File: src/rtl/core/pdc_pkg.sv
// ----------------------------------------------------------------------------
// pdc_pkg
// Shared types and constants of the PLL divider setting calculator.
// ----------------------------------------------------------------------------
package pdc_pkg;

  // Width of the frequency fields and of the serial divider.
  localparam int unsigned FreqW = 32;
  localparam int unsigned CntW  = $clog2(FreqW);

  // The reference is pre-divided in steps of this frequency.
  localparam logic [FreqW-1:0] PredivStepHz  = 32'd13500000;
  localparam int unsigned      PredivMaxCode = 3;
  localparam logic [FreqW-1:0] PredivLim1Hz  = PredivStepHz * 32'd1;
  localparam logic [FreqW-1:0] PredivLim2Hz  = PredivStepHz * 32'd2;
  localparam logic [FreqW-1:0] PredivLim3Hz  = PredivStepHz * 32'd3;
  localparam logic [FreqW-1:0] PredivLimMax  = PredivStepHz * 32'(PredivMaxCode + 1);

  localparam logic [FreqW-1:0] NmLimit  = 32'h0000_ffff;
  localparam logic [FreqW-1:0] RatioMin = 32'd2;
  localparam logic [FreqW-1:0] RatioMax = 32'd8;

  // Datapath commands issued by the controller.
  typedef enum logic [2:0] {
    OP_NONE    = 3'd0,
    OP_LOAD    = 3'd1,
    OP_START   = 3'd2,
    OP_CAPTURE = 3'd3,
    OP_EMIT    = 3'd4
  } op_e;

  // Which division the shared divider is working on.
  typedef enum logic [2:0] {
    SEL_INT  = 3'd0,  // output / input
    SEL_PRE  = 3'd1,  // input / pre-divider
    SEL_FRAC = 3'd2,  // output / divided input
    SEL_GCD  = 3'd3,  // one Euclid step
    SEL_N    = 3'd4,  // remainder / gcd
    SEL_M    = 3'd5   // divided input / gcd
  } sel_e;

  typedef struct packed {
    op_e  op;
    sel_e sel;
    logic err;
  } cmd_t;

  typedef struct packed {
    logic fin_zero;
    logic fout_zero;
    logic div_busy;
    logic div_done;
    logic exact;
    logic prediv_ok;
    logic ratio_ok;
    logic b_zero;
    logic nm_ok;
  } sts_t;

endpackage

File: src/rtl/core/pdc_if.sv
// ----------------------------------------------------------------------------
// pdc_if
// Valid/ready channels carrying request items and setting items.
// ----------------------------------------------------------------------------
interface pdc_in_if;
  logic        valid;
  logic        ready;
  logic [31:0] input_freq_hz;
  logic [31:0] output_freq_hz;

  modport source (output valid, output input_freq_hz, output output_freq_hz, input ready);
  modport sink   (input valid, input input_freq_hz, input output_freq_hz, output ready);
endinterface

interface pdc_out_if;
  logic       valid;
  logic       ready;
  logic       status;
  logic [7:0] pll_byte0;
  logic [7:0] pll_byte1;
  logic [7:0] pll_byte2;
  logic [7:0] pll_byte3;
  logic [7:0] pll_byte4;

  modport source (output valid, output status, output pll_byte0, output pll_byte1,
                  output pll_byte2, output pll_byte3, output pll_byte4, input ready);
  modport sink   (input valid, input status, input pll_byte0, input pll_byte1,
                  input pll_byte2, input pll_byte3, input pll_byte4, output ready);
endinterface

File: src/rtl/core/pll_divider_config_calc.sv
// ----------------------------------------------------------------------------
// pll_divider_config_calc
// Computes fractional-N PLL setting bytes from input and output frequencies.
// ----------------------------------------------------------------------------
// One item is worked on at a time; the block takes a new request once the
// previous one has been placed in the result register, so a finished result
// may still wait for its taker while the next request is accepted. All the
// arithmetic runs through a single restoring divider that yields one quotient
// bit per cycle. A disabled output or a zero reference finishes without any
// division. An exact integer ratio takes one division. A fractional ratio
// takes the integer division, the pre-division, the ratio division, one
// division per Euclid step of the greatest common divisor, and two divisions
// to reduce N and M. Any rejected request returns status 1 with all setting
// bytes zero.
module pll_divider_config_calc (
  input  logic          clk_i,
  input  logic          rst_ni,
  pdc_in_if.sink        in_chan,
  pdc_out_if.source     out_chan
);

  pdc_pkg::cmd_t cmd;
  pdc_pkg::sts_t sts;

  // Sequencer: owns both handshakes and the order of the divisions.
  pdc_ctrl u_ctrl (
    .clk_i       (clk_i),
    .rst_ni      (rst_ni),
    .in_valid_i  (in_chan.valid),
    .in_ready_o  (in_chan.ready),
    .out_valid_o (out_chan.valid),
    .out_ready_i (out_chan.ready),
    .sts_i       (sts),
    .cmd_o       (cmd)
  );

  // Datapath: operand registers, the shared divider and the result register.
  pdc_datapath u_datapath (
    .clk_i            (clk_i),
    .rst_ni           (rst_ni),
    .cmd_i            (cmd),
    .input_freq_hz_i  (in_chan.input_freq_hz),
    .output_freq_hz_i (in_chan.output_freq_hz),
    .sts_o            (sts),
    .status_o         (out_chan.status),
    .pll_byte0_o      (out_chan.pll_byte0),
    .pll_byte1_o      (out_chan.pll_byte1),
    .pll_byte2_o      (out_chan.pll_byte2),
    .pll_byte3_o      (out_chan.pll_byte3),
    .pll_byte4_o      (out_chan.pll_byte4)
  );

endmodule

File: src/rtl/core/pdc_divider.sv
// ----------------------------------------------------------------------------
// pdc_divider
// Restoring radix-2 divider, one quotient bit per cycle.
// ----------------------------------------------------------------------------
module pdc_divider (
  input  logic                        clk_i,
  input  logic                        rst_ni,
  input  logic                        start_i,
  input  logic [pdc_pkg::FreqW-1:0]   dividend_i,
  input  logic [pdc_pkg::FreqW-1:0]   divisor_i,
  output logic                        busy_o,
  output logic                        done_o,
  output logic [pdc_pkg::FreqW-1:0]   quotient_o,
  output logic [pdc_pkg::FreqW-1:0]   remainder_o
);

  localparam int unsigned W = pdc_pkg::FreqW;

  logic                        busy_q, done_q;
  logic [pdc_pkg::CntW-1:0]    cnt_q;
  logic [W-1:0]                quo_q, rem_q, dvs_q;
  logic [W:0]                  trial;

  assign trial = {rem_q, quo_q[W-1]} - {1'b0, dvs_q};

  always_ff @(posedge clk_i or negedge rst_ni) begin
    if (!rst_ni) begin
      busy_q <= 1'b0;
      done_q <= 1'b0;
      cnt_q  <= '0;
    end else begin
      done_q <= 1'b0;
      if (start_i) begin
        busy_q <= 1'b1;
        cnt_q  <= pdc_pkg::CntW'(W - 1);
      end else if (busy_q) begin
        cnt_q <= cnt_q - 1'b1;
        if (cnt_q == '0) begin
          busy_q <= 1'b0;
          done_q <= 1'b1;
        end
      end
    end
  end

  always_ff @(posedge clk_i) begin
    if (start_i) begin
      quo_q <= dividend_i;
      rem_q <= '0;
      dvs_q <= divisor_i;
    end else if (busy_q) begin
      if (!trial[W]) begin
        rem_q <= trial[W-1:0];
        quo_q <= {quo_q[W-2:0], 1'b1};
      end else begin
        rem_q <= {rem_q[W-2:0], quo_q[W-1]};
        quo_q <= {quo_q[W-2:0], 1'b0};
      end
    end
  end

  assign busy_o      = busy_q;
  assign done_o      = done_q;
  assign quotient_o  = quo_q;
  assign remainder_o = rem_q;

  // A result is only flagged at the end of a running division.
  assert property (@(posedge clk_i) disable iff (!rst_ni) done_q |-> $past(busy_q))
    else $error("divider done without a running division");

endmodule

File: src/rtl/core/pdc_datapath.sv
// ----------------------------------------------------------------------------
// pdc_datapath
// Operand registers, shared divider and result register of the calculator.
// ----------------------------------------------------------------------------
module pdc_datapath (
  input  logic                      clk_i,
  input  logic                      rst_ni,
  input  pdc_pkg::cmd_t             cmd_i,
  input  logic [pdc_pkg::FreqW-1:0] input_freq_hz_i,
  input  logic [pdc_pkg::FreqW-1:0] output_freq_hz_i,
  output pdc_pkg::sts_t             sts_o,
  output logic                      status_o,
  output logic [7:0]                pll_byte0_o,
  output logic [7:0]                pll_byte1_o,
  output logic [7:0]                pll_byte2_o,
  output logic [7:0]                pll_byte3_o,
  output logic [7:0]                pll_byte4_o
);

  localparam int unsigned W = pdc_pkg::FreqW;

  logic [W-1:0]  fin_q, fout_q, fdiv_q, rem_q, a_q, b_q;
  logic [3:0]    r_q;
  logic [15:0]   n_q, m_q;
  logic [1:0]    pd_q, pd_code;
  logic          exact_q, ratio_ok_q, n_ok_q, m_ok_q;
  logic          status_q;
  logic [7:0]    byte_q [5];

  logic          div_start, div_busy, div_done;
  logic [W-1:0]  div_num, div_den, div_quo, div_rem;
  logic          quo_ratio_ok, quo_nm_ok;

  // Pre-divider code is ceil(fin / step) - 1, valid while fin is in range.
  always_comb begin
    priority if (fin_q <= pdc_pkg::PredivLim1Hz) pd_code = 2'd0;
    else if (fin_q <= pdc_pkg::PredivLim2Hz)     pd_code = 2'd1;
    else if (fin_q <= pdc_pkg::PredivLim3Hz)     pd_code = 2'd2;
    else                                         pd_code = 2'd3;
  end

  always_comb begin
    unique case (cmd_i.sel)
      pdc_pkg::SEL_INT:  begin div_num = fout_q; div_den = fin_q; end
      pdc_pkg::SEL_PRE:  begin div_num = fin_q;  div_den = {{(W-2){1'b0}}, pd_code} + 1'b1; end
      pdc_pkg::SEL_FRAC: begin div_num = fout_q; div_den = fdiv_q; end
      pdc_pkg::SEL_GCD:  begin div_num = a_q;    div_den = b_q; end
      pdc_pkg::SEL_N:    begin div_num = rem_q;  div_den = a_q; end
      pdc_pkg::SEL_M:    begin div_num = fdiv_q; div_den = a_q; end
      default:           begin div_num = fout_q; div_den = fin_q; end
    endcase
  end

  assign div_start = (cmd_i.op == pdc_pkg::OP_START);

  pdc_divider u_divider (
    .clk_i       (clk_i),
    .rst_ni      (rst_ni),
    .start_i     (div_start),
    .dividend_i  (div_num),
    .divisor_i   (div_den),
    .busy_o      (div_busy),
    .done_o      (div_done),
    .quotient_o  (div_quo),
    .remainder_o (div_rem)
  );

  assign quo_ratio_ok = (div_quo >= pdc_pkg::RatioMin) && (div_quo <= pdc_pkg::RatioMax);
  assign quo_nm_ok    = (div_quo <= pdc_pkg::NmLimit);

  always_ff @(posedge clk_i) begin
    unique case (cmd_i.op)
      pdc_pkg::OP_LOAD: begin
        fin_q      <= input_freq_hz_i;
        fout_q     <= output_freq_hz_i;
        r_q        <= '0;
        n_q        <= '0;
        m_q        <= '0;
        pd_q       <= '0;
        n_ok_q     <= 1'b1;
        m_ok_q     <= 1'b1;
        ratio_ok_q <= 1'b1;
        exact_q    <= 1'b0;
      end
      pdc_pkg::OP_CAPTURE: begin
        unique case (cmd_i.sel)
          pdc_pkg::SEL_INT: begin
            r_q        <= div_quo[3:0];
            ratio_ok_q <= quo_ratio_ok;
            exact_q    <= (div_rem == '0);
          end
          pdc_pkg::SEL_PRE: begin
            fdiv_q <= div_quo;
            pd_q   <= pd_code;
          end
          pdc_pkg::SEL_FRAC: begin
            r_q        <= div_quo[3:0];
            ratio_ok_q <= quo_ratio_ok;
            rem_q      <= div_rem;
            a_q        <= fdiv_q;
            b_q        <= div_rem;
          end
          pdc_pkg::SEL_GCD: begin
            a_q <= b_q;
            b_q <= div_rem;
          end
          pdc_pkg::SEL_N: begin
            n_q    <= div_quo[15:0];
            n_ok_q <= quo_nm_ok;
          end
          pdc_pkg::SEL_M: begin
            m_q    <= div_quo[15:0];
            m_ok_q <= quo_nm_ok;
          end
          default: ;
        endcase
      end
      pdc_pkg::OP_EMIT: begin
        status_q <= cmd_i.err;
        if (cmd_i.err) begin
          for (int i = 0; i < 5; i++) byte_q[i] <= '0;
        end else begin
          byte_q[0] <= m_q[15:8];
          byte_q[1] <= m_q[7:0];
          byte_q[2] <= n_q[15:8];
          byte_q[3] <= n_q[7:0];
          byte_q[4] <= {1'b0, r_q, pd_q, (m_q != '0)};
        end
      end
      default: ;
    endcase
  end

  assign sts_o.fin_zero  = (fin_q == '0);
  assign sts_o.fout_zero = (fout_q == '0);
  assign sts_o.div_busy  = div_busy;
  assign sts_o.div_done  = div_done;
  assign sts_o.exact     = exact_q;
  assign sts_o.prediv_ok = (fin_q <= pdc_pkg::PredivLimMax);
  assign sts_o.ratio_ok  = ratio_ok_q;
  assign sts_o.b_zero    = (b_q == '0);
  assign sts_o.nm_ok     = n_ok_q & m_ok_q;

  assign status_o    = status_q;
  assign pll_byte0_o = byte_q[0];
  assign pll_byte1_o = byte_q[1];
  assign pll_byte2_o = byte_q[2];
  assign pll_byte3_o = byte_q[3];
  assign pll_byte4_o = byte_q[4];

endmodule

File: src/rtl/core/pdc_ctrl.sv
// ----------------------------------------------------------------------------
// pdc_ctrl
// Sequencer that steps the datapath through the divisions of one item.
// ----------------------------------------------------------------------------
module pdc_ctrl (
  input  logic          clk_i,
  input  logic          rst_ni,
  input  logic          in_valid_i,
  output logic          in_ready_o,
  output logic          out_valid_o,
  input  logic          out_ready_i,
  input  pdc_pkg::sts_t sts_i,
  output pdc_pkg::cmd_t cmd_o
);

  typedef enum logic [5:0] {
    S_IDLE     = 6'b000001,
    S_CLASSIFY = 6'b000010,
    S_START    = 6'b000100,
    S_WAIT     = 6'b001000,
    S_DECIDE   = 6'b010000,
    S_FINISH   = 6'b100000
  } state_e;

  state_e        state_q, state_d;
  pdc_pkg::sel_e sel_q, sel_d;
  logic          err_q, err_d;
  logic          out_valid_q, out_valid_d;
  pdc_pkg::cmd_t cmd;

  always_comb begin
    state_d = state_q;
    sel_d   = sel_q;
    err_d   = err_q;
    cmd.op  = pdc_pkg::OP_NONE;
    cmd.sel = sel_q;
    cmd.err = err_q;
    unique case (state_q)
      S_IDLE: begin
        if (in_valid_i) begin
          cmd.op  = pdc_pkg::OP_LOAD;
          state_d = S_CLASSIFY;
        end
      end
      S_CLASSIFY: begin
        priority if (sts_i.fout_zero) begin
          err_d   = 1'b0;
          state_d = S_FINISH;
        end else if (sts_i.fin_zero) begin
          err_d   = 1'b1;
          state_d = S_FINISH;
        end else begin
          sel_d   = pdc_pkg::SEL_INT;
          state_d = S_START;
        end
      end
      S_START: begin
        cmd.op  = pdc_pkg::OP_START;
        state_d = S_WAIT;
      end
      S_WAIT: begin
        if (sts_i.div_done) begin
          cmd.op  = pdc_pkg::OP_CAPTURE;
          state_d = S_DECIDE;
        end
      end
      S_DECIDE: begin
        state_d = S_START;
        unique case (sel_q)
          pdc_pkg::SEL_INT: begin
            priority if (sts_i.exact) begin
              err_d   = !sts_i.ratio_ok;
              state_d = S_FINISH;
            end else if (!sts_i.prediv_ok) begin
              err_d   = 1'b1;
              state_d = S_FINISH;
            end else begin
              sel_d = pdc_pkg::SEL_PRE;
            end
          end
          pdc_pkg::SEL_PRE: sel_d = pdc_pkg::SEL_FRAC;
          pdc_pkg::SEL_FRAC: begin
            priority if (!sts_i.ratio_ok) begin
              err_d   = 1'b1;
              state_d = S_FINISH;
            end else if (sts_i.b_zero) begin
              sel_d = pdc_pkg::SEL_N;
            end else begin
              sel_d = pdc_pkg::SEL_GCD;
            end
          end
          pdc_pkg::SEL_GCD: begin
            if (sts_i.b_zero) sel_d = pdc_pkg::SEL_N;
          end
          pdc_pkg::SEL_N: sel_d = pdc_pkg::SEL_M;
          pdc_pkg::SEL_M: begin
            err_d   = !sts_i.nm_ok;
            state_d = S_FINISH;
          end
          default: state_d = S_IDLE;
        endcase
      end
      S_FINISH: begin
        if (!out_valid_q || out_ready_i) begin
          cmd.op  = pdc_pkg::OP_EMIT;
          state_d = S_IDLE;
        end
      end
      default: state_d = S_IDLE;
    endcase
  end

  assign out_valid_d = (cmd.op == pdc_pkg::OP_EMIT) || (out_valid_q && !out_ready_i);

  always_ff @(posedge clk_i or negedge rst_ni) begin
    if (!rst_ni) begin
      state_q     <= S_IDLE;
      sel_q       <= pdc_pkg::SEL_INT;
      err_q       <= 1'b0;
      out_valid_q <= 1'b0;
    end else begin
      state_q     <= state_d;
      sel_q       <= sel_d;
      err_q       <= err_d;
      out_valid_q <= out_valid_d;
    end
  end

  assign in_ready_o  = (state_q == S_IDLE);
  assign out_valid_o = out_valid_q;
  assign cmd_o       = cmd;

  // The result register is never overwritten while it holds an untaken item.
  assert property (@(posedge clk_i) disable iff (!rst_ni)
    (cmd.op == pdc_pkg::OP_EMIT) |-> (!out_valid_q || out_ready_i))
    else $error("result overwritten before it was taken");

  // A division is only started on an idle divider.
  assert property (@(posedge clk_i) disable iff (!rst_ni)
    (cmd.op == pdc_pkg::OP_START) |-> !sts_i.div_busy)
    else $error("divider restarted while busy");

  // Divider results only arrive while the sequencer waits for them.
  assert property (@(posedge clk_i) disable iff (!rst_ni)
    sts_i.div_done |-> (state_q == S_WAIT))
    else $error("divider finished outside the wait state");

endmodule

File: src/flat_wrapper.sv
// flat-port wrapper written by rule: the top's interface ports become plain ports
module pll_divider_config_calc_flat 
  (clk_i, rst_ni, in_chan_valid, in_chan_input_freq_hz, in_chan_output_freq_hz, in_chan_ready, out_chan_valid, out_chan_status, out_chan_pll_byte0, out_chan_pll_byte1, out_chan_pll_byte2, out_chan_pll_byte3, out_chan_pll_byte4, out_chan_ready);
  pdc_in_if in_chan_i ();
  pdc_out_if out_chan_i ();
  input  logic clk_i;
  input  logic rst_ni;
  input wire logic [$bits(in_chan_i.valid)-1:0] in_chan_valid;
  input wire logic [$bits(in_chan_i.input_freq_hz)-1:0] in_chan_input_freq_hz;
  input wire logic [$bits(in_chan_i.output_freq_hz)-1:0] in_chan_output_freq_hz;
  output wire logic [$bits(in_chan_i.ready)-1:0] in_chan_ready;
  output wire logic [$bits(out_chan_i.valid)-1:0] out_chan_valid;
  output wire logic [$bits(out_chan_i.status)-1:0] out_chan_status;
  output wire logic [$bits(out_chan_i.pll_byte0)-1:0] out_chan_pll_byte0;
  output wire logic [$bits(out_chan_i.pll_byte1)-1:0] out_chan_pll_byte1;
  output wire logic [$bits(out_chan_i.pll_byte2)-1:0] out_chan_pll_byte2;
  output wire logic [$bits(out_chan_i.pll_byte3)-1:0] out_chan_pll_byte3;
  output wire logic [$bits(out_chan_i.pll_byte4)-1:0] out_chan_pll_byte4;
  input wire logic [$bits(out_chan_i.ready)-1:0] out_chan_ready;
  assign in_chan_i.valid = in_chan_valid;
  assign in_chan_i.input_freq_hz = in_chan_input_freq_hz;
  assign in_chan_i.output_freq_hz = in_chan_output_freq_hz;
  assign in_chan_ready = in_chan_i.ready;
  assign out_chan_valid = out_chan_i.valid;
  assign out_chan_status = out_chan_i.status;
  assign out_chan_pll_byte0 = out_chan_i.pll_byte0;
  assign out_chan_pll_byte1 = out_chan_i.pll_byte1;
  assign out_chan_pll_byte2 = out_chan_i.pll_byte2;
  assign out_chan_pll_byte3 = out_chan_i.pll_byte3;
  assign out_chan_pll_byte4 = out_chan_i.pll_byte4;
  assign out_chan_i.ready = out_chan_ready;
  pll_divider_config_calc u_core (.clk_i(clk_i), .rst_ni(rst_ni), .in_chan(in_chan_i), .out_chan(out_chan_i));
endmodule
File: config.mk
export PLATFORM = sky130hd
export DESIGN_NAME = pll_divider_config_calc_flat
export DESIGN_NICKNAME = d
export VERILOG_FILES = /design/src/rtl/core/pdc_pkg.sv /design/src/rtl/core/pdc_if.sv /design/src/rtl/core/pll_divider_config_calc.sv /design/src/rtl/core/pdc_divider.sv /design/src/rtl/core/pdc_datapath.sv /design/src/rtl/core/pdc_ctrl.sv /design/src/flat_wrapper.sv
export SDC_FILE = /design/constraint.sdc
export NUM_CORES = 1
export LEC_CHECK = 0
export BUFFER_PORTS_ARGS = -buffer_cell sky130_fd_sc_hd__buf_4
export CORE_AREA = 8 8 190 192
export DETAILED_ROUTE_END_ITERATION = 7
export DIE_AREA = 0 0 198 200
export GPL_TIMING_DRIVEN = 0
export PLACE_DENSITY = 0.88
export SKIP_CTS_REPAIR_TIMING = 1
export SLEW_MARGIN = 40
export SYNTH_ARGS = -nofsm -noshare
export SYNTH_HDL_FRONTEND = slang
export SYNTH_HIERARCHICAL = 1
export SYNTH_SLANG_ARGS = --single-unit
File: constraint.sdc
create_clock -name clk_i -period 6.5 [get_ports clk_i]
set_input_delay 1.3 -clock clk_i [delete_from_list [all_inputs] [get_ports clk_i]]
set_output_delay 1.3 -clock clk_i [all_outputs]
set_load 0.005 [all_outputs]
Word-level counts from Yosys, hierarchy flattened
Memories as Yosys holds them, arrays and structs flattened. Cells that the tools add are included. Widths: inputs -> output; s select.

Register bits: 349. Output and inout port bits: 43. Memories: 1. Memory bits (writable): 40. Input bits: 68.

Equal/unequal tests: 34. $add $sub $neg: 3. Bitwise operators: 6. Muxes and demuxes: 75. Reduce and logical (&&, ||, !) cells: 35. Order comparisons: 7.

Memories: u_core.u_datapath.byte_q (depth 5, width 8, read ports 5, clocked after memory_dff 0, write ports 5, RTL line pdc_datapath.sv:28) `logic [7:0] byte_q [5];`.

Operators by type and width (number): $pmux 32 s4 (2); $logic_not 32->1 (4); $mux 32 (3); $le 32x26->1 const B (2); $pmux 16 s2 (2); $pmux 32 s2 (1); $mux 6 (8); $mux 8 (5); $pmux 6 s6 (1); $sub 33x32->33 (1); $ge 32x2->1 const B (1); $le 32x16->1 const B (1); $le 32x24->1 const B (1); $le 32x25->1 const B (1); $le 32x4->1 const B (1); $mux 16 (2); $mux 1 (24); $mux 3 (8); $pmux 6 s4 (1); $reduce_and 2->1 (9); $reduce_bool 16->1 (1); $pmux 3 s5 (1); $eq 3x2->1 const B (4); $ne 2x2->1 const B (6); 39 further kinds (70).

Logic depth before layout (Yosys ltp)
Depth in word-level cells: 8. Mapped depth: 13.

By module
The synthesis kept the hierarchy.

By module, submodules not included: pdc_datapath (cells an instance 1006, sequential area each 8227.9 sq um, area an instance 12782.3 sq um, times used 1); pdc_divider (cells an instance 595, sequential area each 2737.6 sq um, area an instance 6052.1 sq um, times used 1); pdc_ctrl (cells an instance 89, sequential area each 276.5 sq um, area an instance 787.0 sq um, times used 1).

Worst setup path before layout
Ideal clock, no wire load.

Path kind: input to register. From: input in_chan_valid. To: register u_core.u_datapath.u_divider.quo_q[0] (netlist: u_core/u_datapath/u_divider/quotient_o[0]), enable pin. Path buffers: 2. Data arrival time: 5671 ps. Required time: 6111 ps. Setup slack: 440 ps. Stages on the path: 7. Library setup time: 389 ps. Cells stage by stage: and3_1 or2_2 nor3b_1 clkbuf_1 clkinv_1 clkbuf_1 nand2_1.

RTL lines: start, declared (RTL line flat_wrapper.sv:8) `input wire logic [$bits(in_chan_i.valid)-1:0] in_chan_valid;`; end signal, assigned (RTL line pdc_divider.sv:48) `quo_q <= dividend_i;`; end signal, assigned (RTL line pdc_divider.sv:54) `quo_q <= {quo_q[W-2:0], 1'b1};`; end signal, assigned (RTL line pdc_divider.sv:57) `quo_q <= {quo_q[W-2:0], 1'b0};`; end, declared (RTL line pdc_divider.sv:21) `logic [W-1:0] quo_q, rem_q, dvs_q;`.

==> reports/qor.yml <==
global_route:
  number_of_global_route_vias_before_repair: 15200
  grtUsageMet3: 0.0622
  globalRoute.totalOverflow: 0
  grt_util_all_layers: 0.353
  grt_most_used_layer: "met2"
  grt_pass1_wl_mm: 102
  grt_max_degree: 33
  grt_use_met1: 0.436
  met2_usage: 0.599
  grt_antenna_before_repair: 4
placed_design:
  dp_hpwl_mm: 53.2
  gp_congestion: 1.07
  dpl.cell_count: 2269
  io_buffers: 109
clock_network:
  clk_latency_ns: 0.54
  clock_sinks: 388
  clkSlewWorstSetupHoldPaths_ns: 0.06
  cts.htree.levels: 2
  cts_made_buffers: 41
  buffer_type_at_the_clock_tree_root: "clkbuf_16"
  cts_max_path_buffers: 3
  tritoncts: "built"
run:
  cap_violations: 0
critical_path:
  regToRegEndpoint: "u_core/u_datapath/u_divider/quotient_o[7]$_DFFE_PP_"
  worstPathMaxFanout: 32
  crit_type: "reg -> reg"
  reg2reg_from: "u_core/u_ctrl/state_q[1]$_DFFE_PN0P_"
  critPathArrivalTime_ns: 4.90
  timing.critical_path.slowest_cell_delay_ns: 0.54
  path_buf_inv: 7
  critical-path-top-cell-by-count: "clkbuf_1"
  worst-r2r-cell-count: 12
  cp_top_family: "buffers and inverters"
  setup.reg_to_reg.worst_slack_ns: 1.77
  slowest_stage: "nand2_4"
  crit_path_cell_trace: "nor3_1, or2b_1, a21oi_1, clkbuf_1, nor3b_2, buf_4, buf_4, buf_2, clkbuf_1, clkinv_1, clkbuf_1, nand2_4"
  cp_data_required_time_ns: 6.66
  start_kind: "register"
  end_kind: "register"
die:
  std_cell_rows: 67
  starting_utilization_of_the_core_area: 0.592
  floorplan.core_area_sq_um: 33100
  fp.dieH_um: 200
  dieArea_sq_um: 39600
  die-width_um: 198
  boundaryPins: 111
finish:
  nets: 1968
  fin_util: 0.686
  layout-area-overhead-vs-synth_pct: 15.9
  final-instance-count-excl-fill: 2347
  drive_above_1_share: 0.174
yosys:
  synth_area_per_cell_sq_um: 11.6
  synthesis.instances: 1689
  syn_area_sq_um: 19600
  yosysWarnings: 6
  net_count_synth: 1792
detailed_routing:
  drt-pass1-iter-count: 6
  detail_route.drc_violations: 0
  drt-wirelength-per-cell_um: 30.2
  route.detailed.vias_per_inst: 6.65
  detail-route-antenna-nets: 0
  dr_total_vias: 15600
  postRouteWirelength_mm: 71.0
  drt_first_iter_violations: 2013
timing:
  maxClockFrequency_ghz: 0.211
  post-route-period-util: 0.728
  transition_at_the_pin_with_the_smallest_max_transition_slack_ns: 0.990
  fin_worst_skew_ns: 0.0224
  timing.final.setup_violations: 0
  slew_viol_final: 0
  max_slew_margin: 0.340
  finalHoldViolations: 0
  unrepaired_setup_endpoints_after_global_routing: "false"
  post-route-min-period_ns: 4.73
power_and_ir_drop:
  total_leakage_power_uw: 0.00819
  vdd.ir_drop.worst_v: 0.000281
  powerDensity_nw_per_um2: 407
  p_total_uw: 9260
min_path:
  worst_hold_startpoint: "u_core/u_datapath/u_divider/quotient_o[23]$_DFFE_PP_"
  holdPathEnd: "u_core/u_datapath/fdiv_q[23]$_DFFE_PP_"
  hold-path-cell-count: 0
  holdCritPathClass: "reg -> reg"
run_status:
  run_status: "completed"
-- per-stage QoR --
stage | hold slack (ns) | worst slack (ns) | TNS (ns) | cell area [sq um]
after floorplan | 0.446 | 0.440 | 0 | 19600
after global placement | 0.457 | -2.32 | -197.14 | 21000
after detailed placement | 0.485 | 1.69 | 0 | 21300
after CTS | 0.490 | 1.95 | 0 | 22700
after global routing | 0.498 | 1.67 | 0 | 22700
final | 0.489 | 1.77 | 0 | 22700
-- registers in the layout, summed over array words and instances (netlist names), 2 cells and up --
signal	count
u_core/u_datapath/byte_q	39
u_core/u_datapath/a_q	32
u_core/u_datapath/b_q	32
u_core/u_datapath/fdiv_q	32
u_core/u_datapath/fin_q	32
u_core/u_datapath/fout_q	32
u_core/u_datapath/rem_q	32
u_core/u_datapath/u_divider/dvs_q	32
u_core/u_datapath/u_divider/quotient_o	32
u_core/u_datapath/u_divider/remainder_o	32
u_core/u_datapath/m_q	16
u_core/u_datapath/n_q	16
u_core/u_ctrl/state_q	6
u_core/u_datapath/u_divider/cnt_q	5
u_core/u_datapath/r_q	4
u_core/u_ctrl/sel_q	3
u_core/u_datapath/pd_q	2
-- report_power, final --
part | internal, uW | switching, uW | total [uW]
clock network | 1480 | 992 | 2470
logic | 1130 | 1660 | 2800
registers | 3370 | 616 | 3990
total | 5980 | 3270 | 9260
-- worst max-delay path by stage --
stage / from / cells past startpoint / endpoint
floorplan: in_chan_valid / 7 / u_core/u_datapath/u_divider/quotient_o[0]$_DFFE_PP_
global placement: in_chan_valid / 8 / u_core/u_datapath/u_divider/quotient_o[1]$_DFFE_PP_
detailed placement: in_chan_valid / 11 / u_core/u_datapath/u_divider/quotient_o[6]$_DFFE_PP_
CTS: u_core/u_ctrl/state_q[1]$_DFFE_PN0P_ / 12 / u_core/u_datapath/u_divider/quotient_o[28]$_DFFE_PP_
global route: u_core/u_ctrl/state_q[1]$_DFFE_PN0P_ / 12 / u_core/u_datapath/u_divider/quotient_o[22]$_DFFE_PP_
finish: u_core/u_ctrl/state_q[1]$_DFFE_PN0P_ / 12 / u_core/u_datapath/u_divider/quotient_o[7]$_DFFE_PP_
-- area by class of cell --
class	instances	area (sq um)
Sequential cell	388	11200
Fill cell	2406	10400
Multi-Input combinational cell	1138	7750
Clock buffer	59	1190
Timing Repair Buffer	133	1050
Tap cell	448	561
Buffer	118	532
Clock inverter	17	235
Inverter	45	169
Antenna cell	1	2.50
-- cells in the final DEF, fill, tap and decap left out, types with 45 or more instances in the layout --
cell / count
nor4_1: 45
mux2_2: 66
nor2_1: 141
clkbuf_1: 98
edfxtp_1: 338
mux2i_1: 88
and2_1: 45
a21oi_1: 138
buf_4: 124
o21ai_0: 67
nand2_1: 94
-- metal layers --
metal / wire (um) / share of wire / up-vias
met4: 3620 / 0.051 / 6
met3: 6920 / 0.097 / 191
met5: 41 / 0.00058 / -
li1: - / - / 6788
met1: 26100 / 0.37 / 7622
met2: 34300 / 0.48 / 1006
Power figures use the tool's default switching activity.
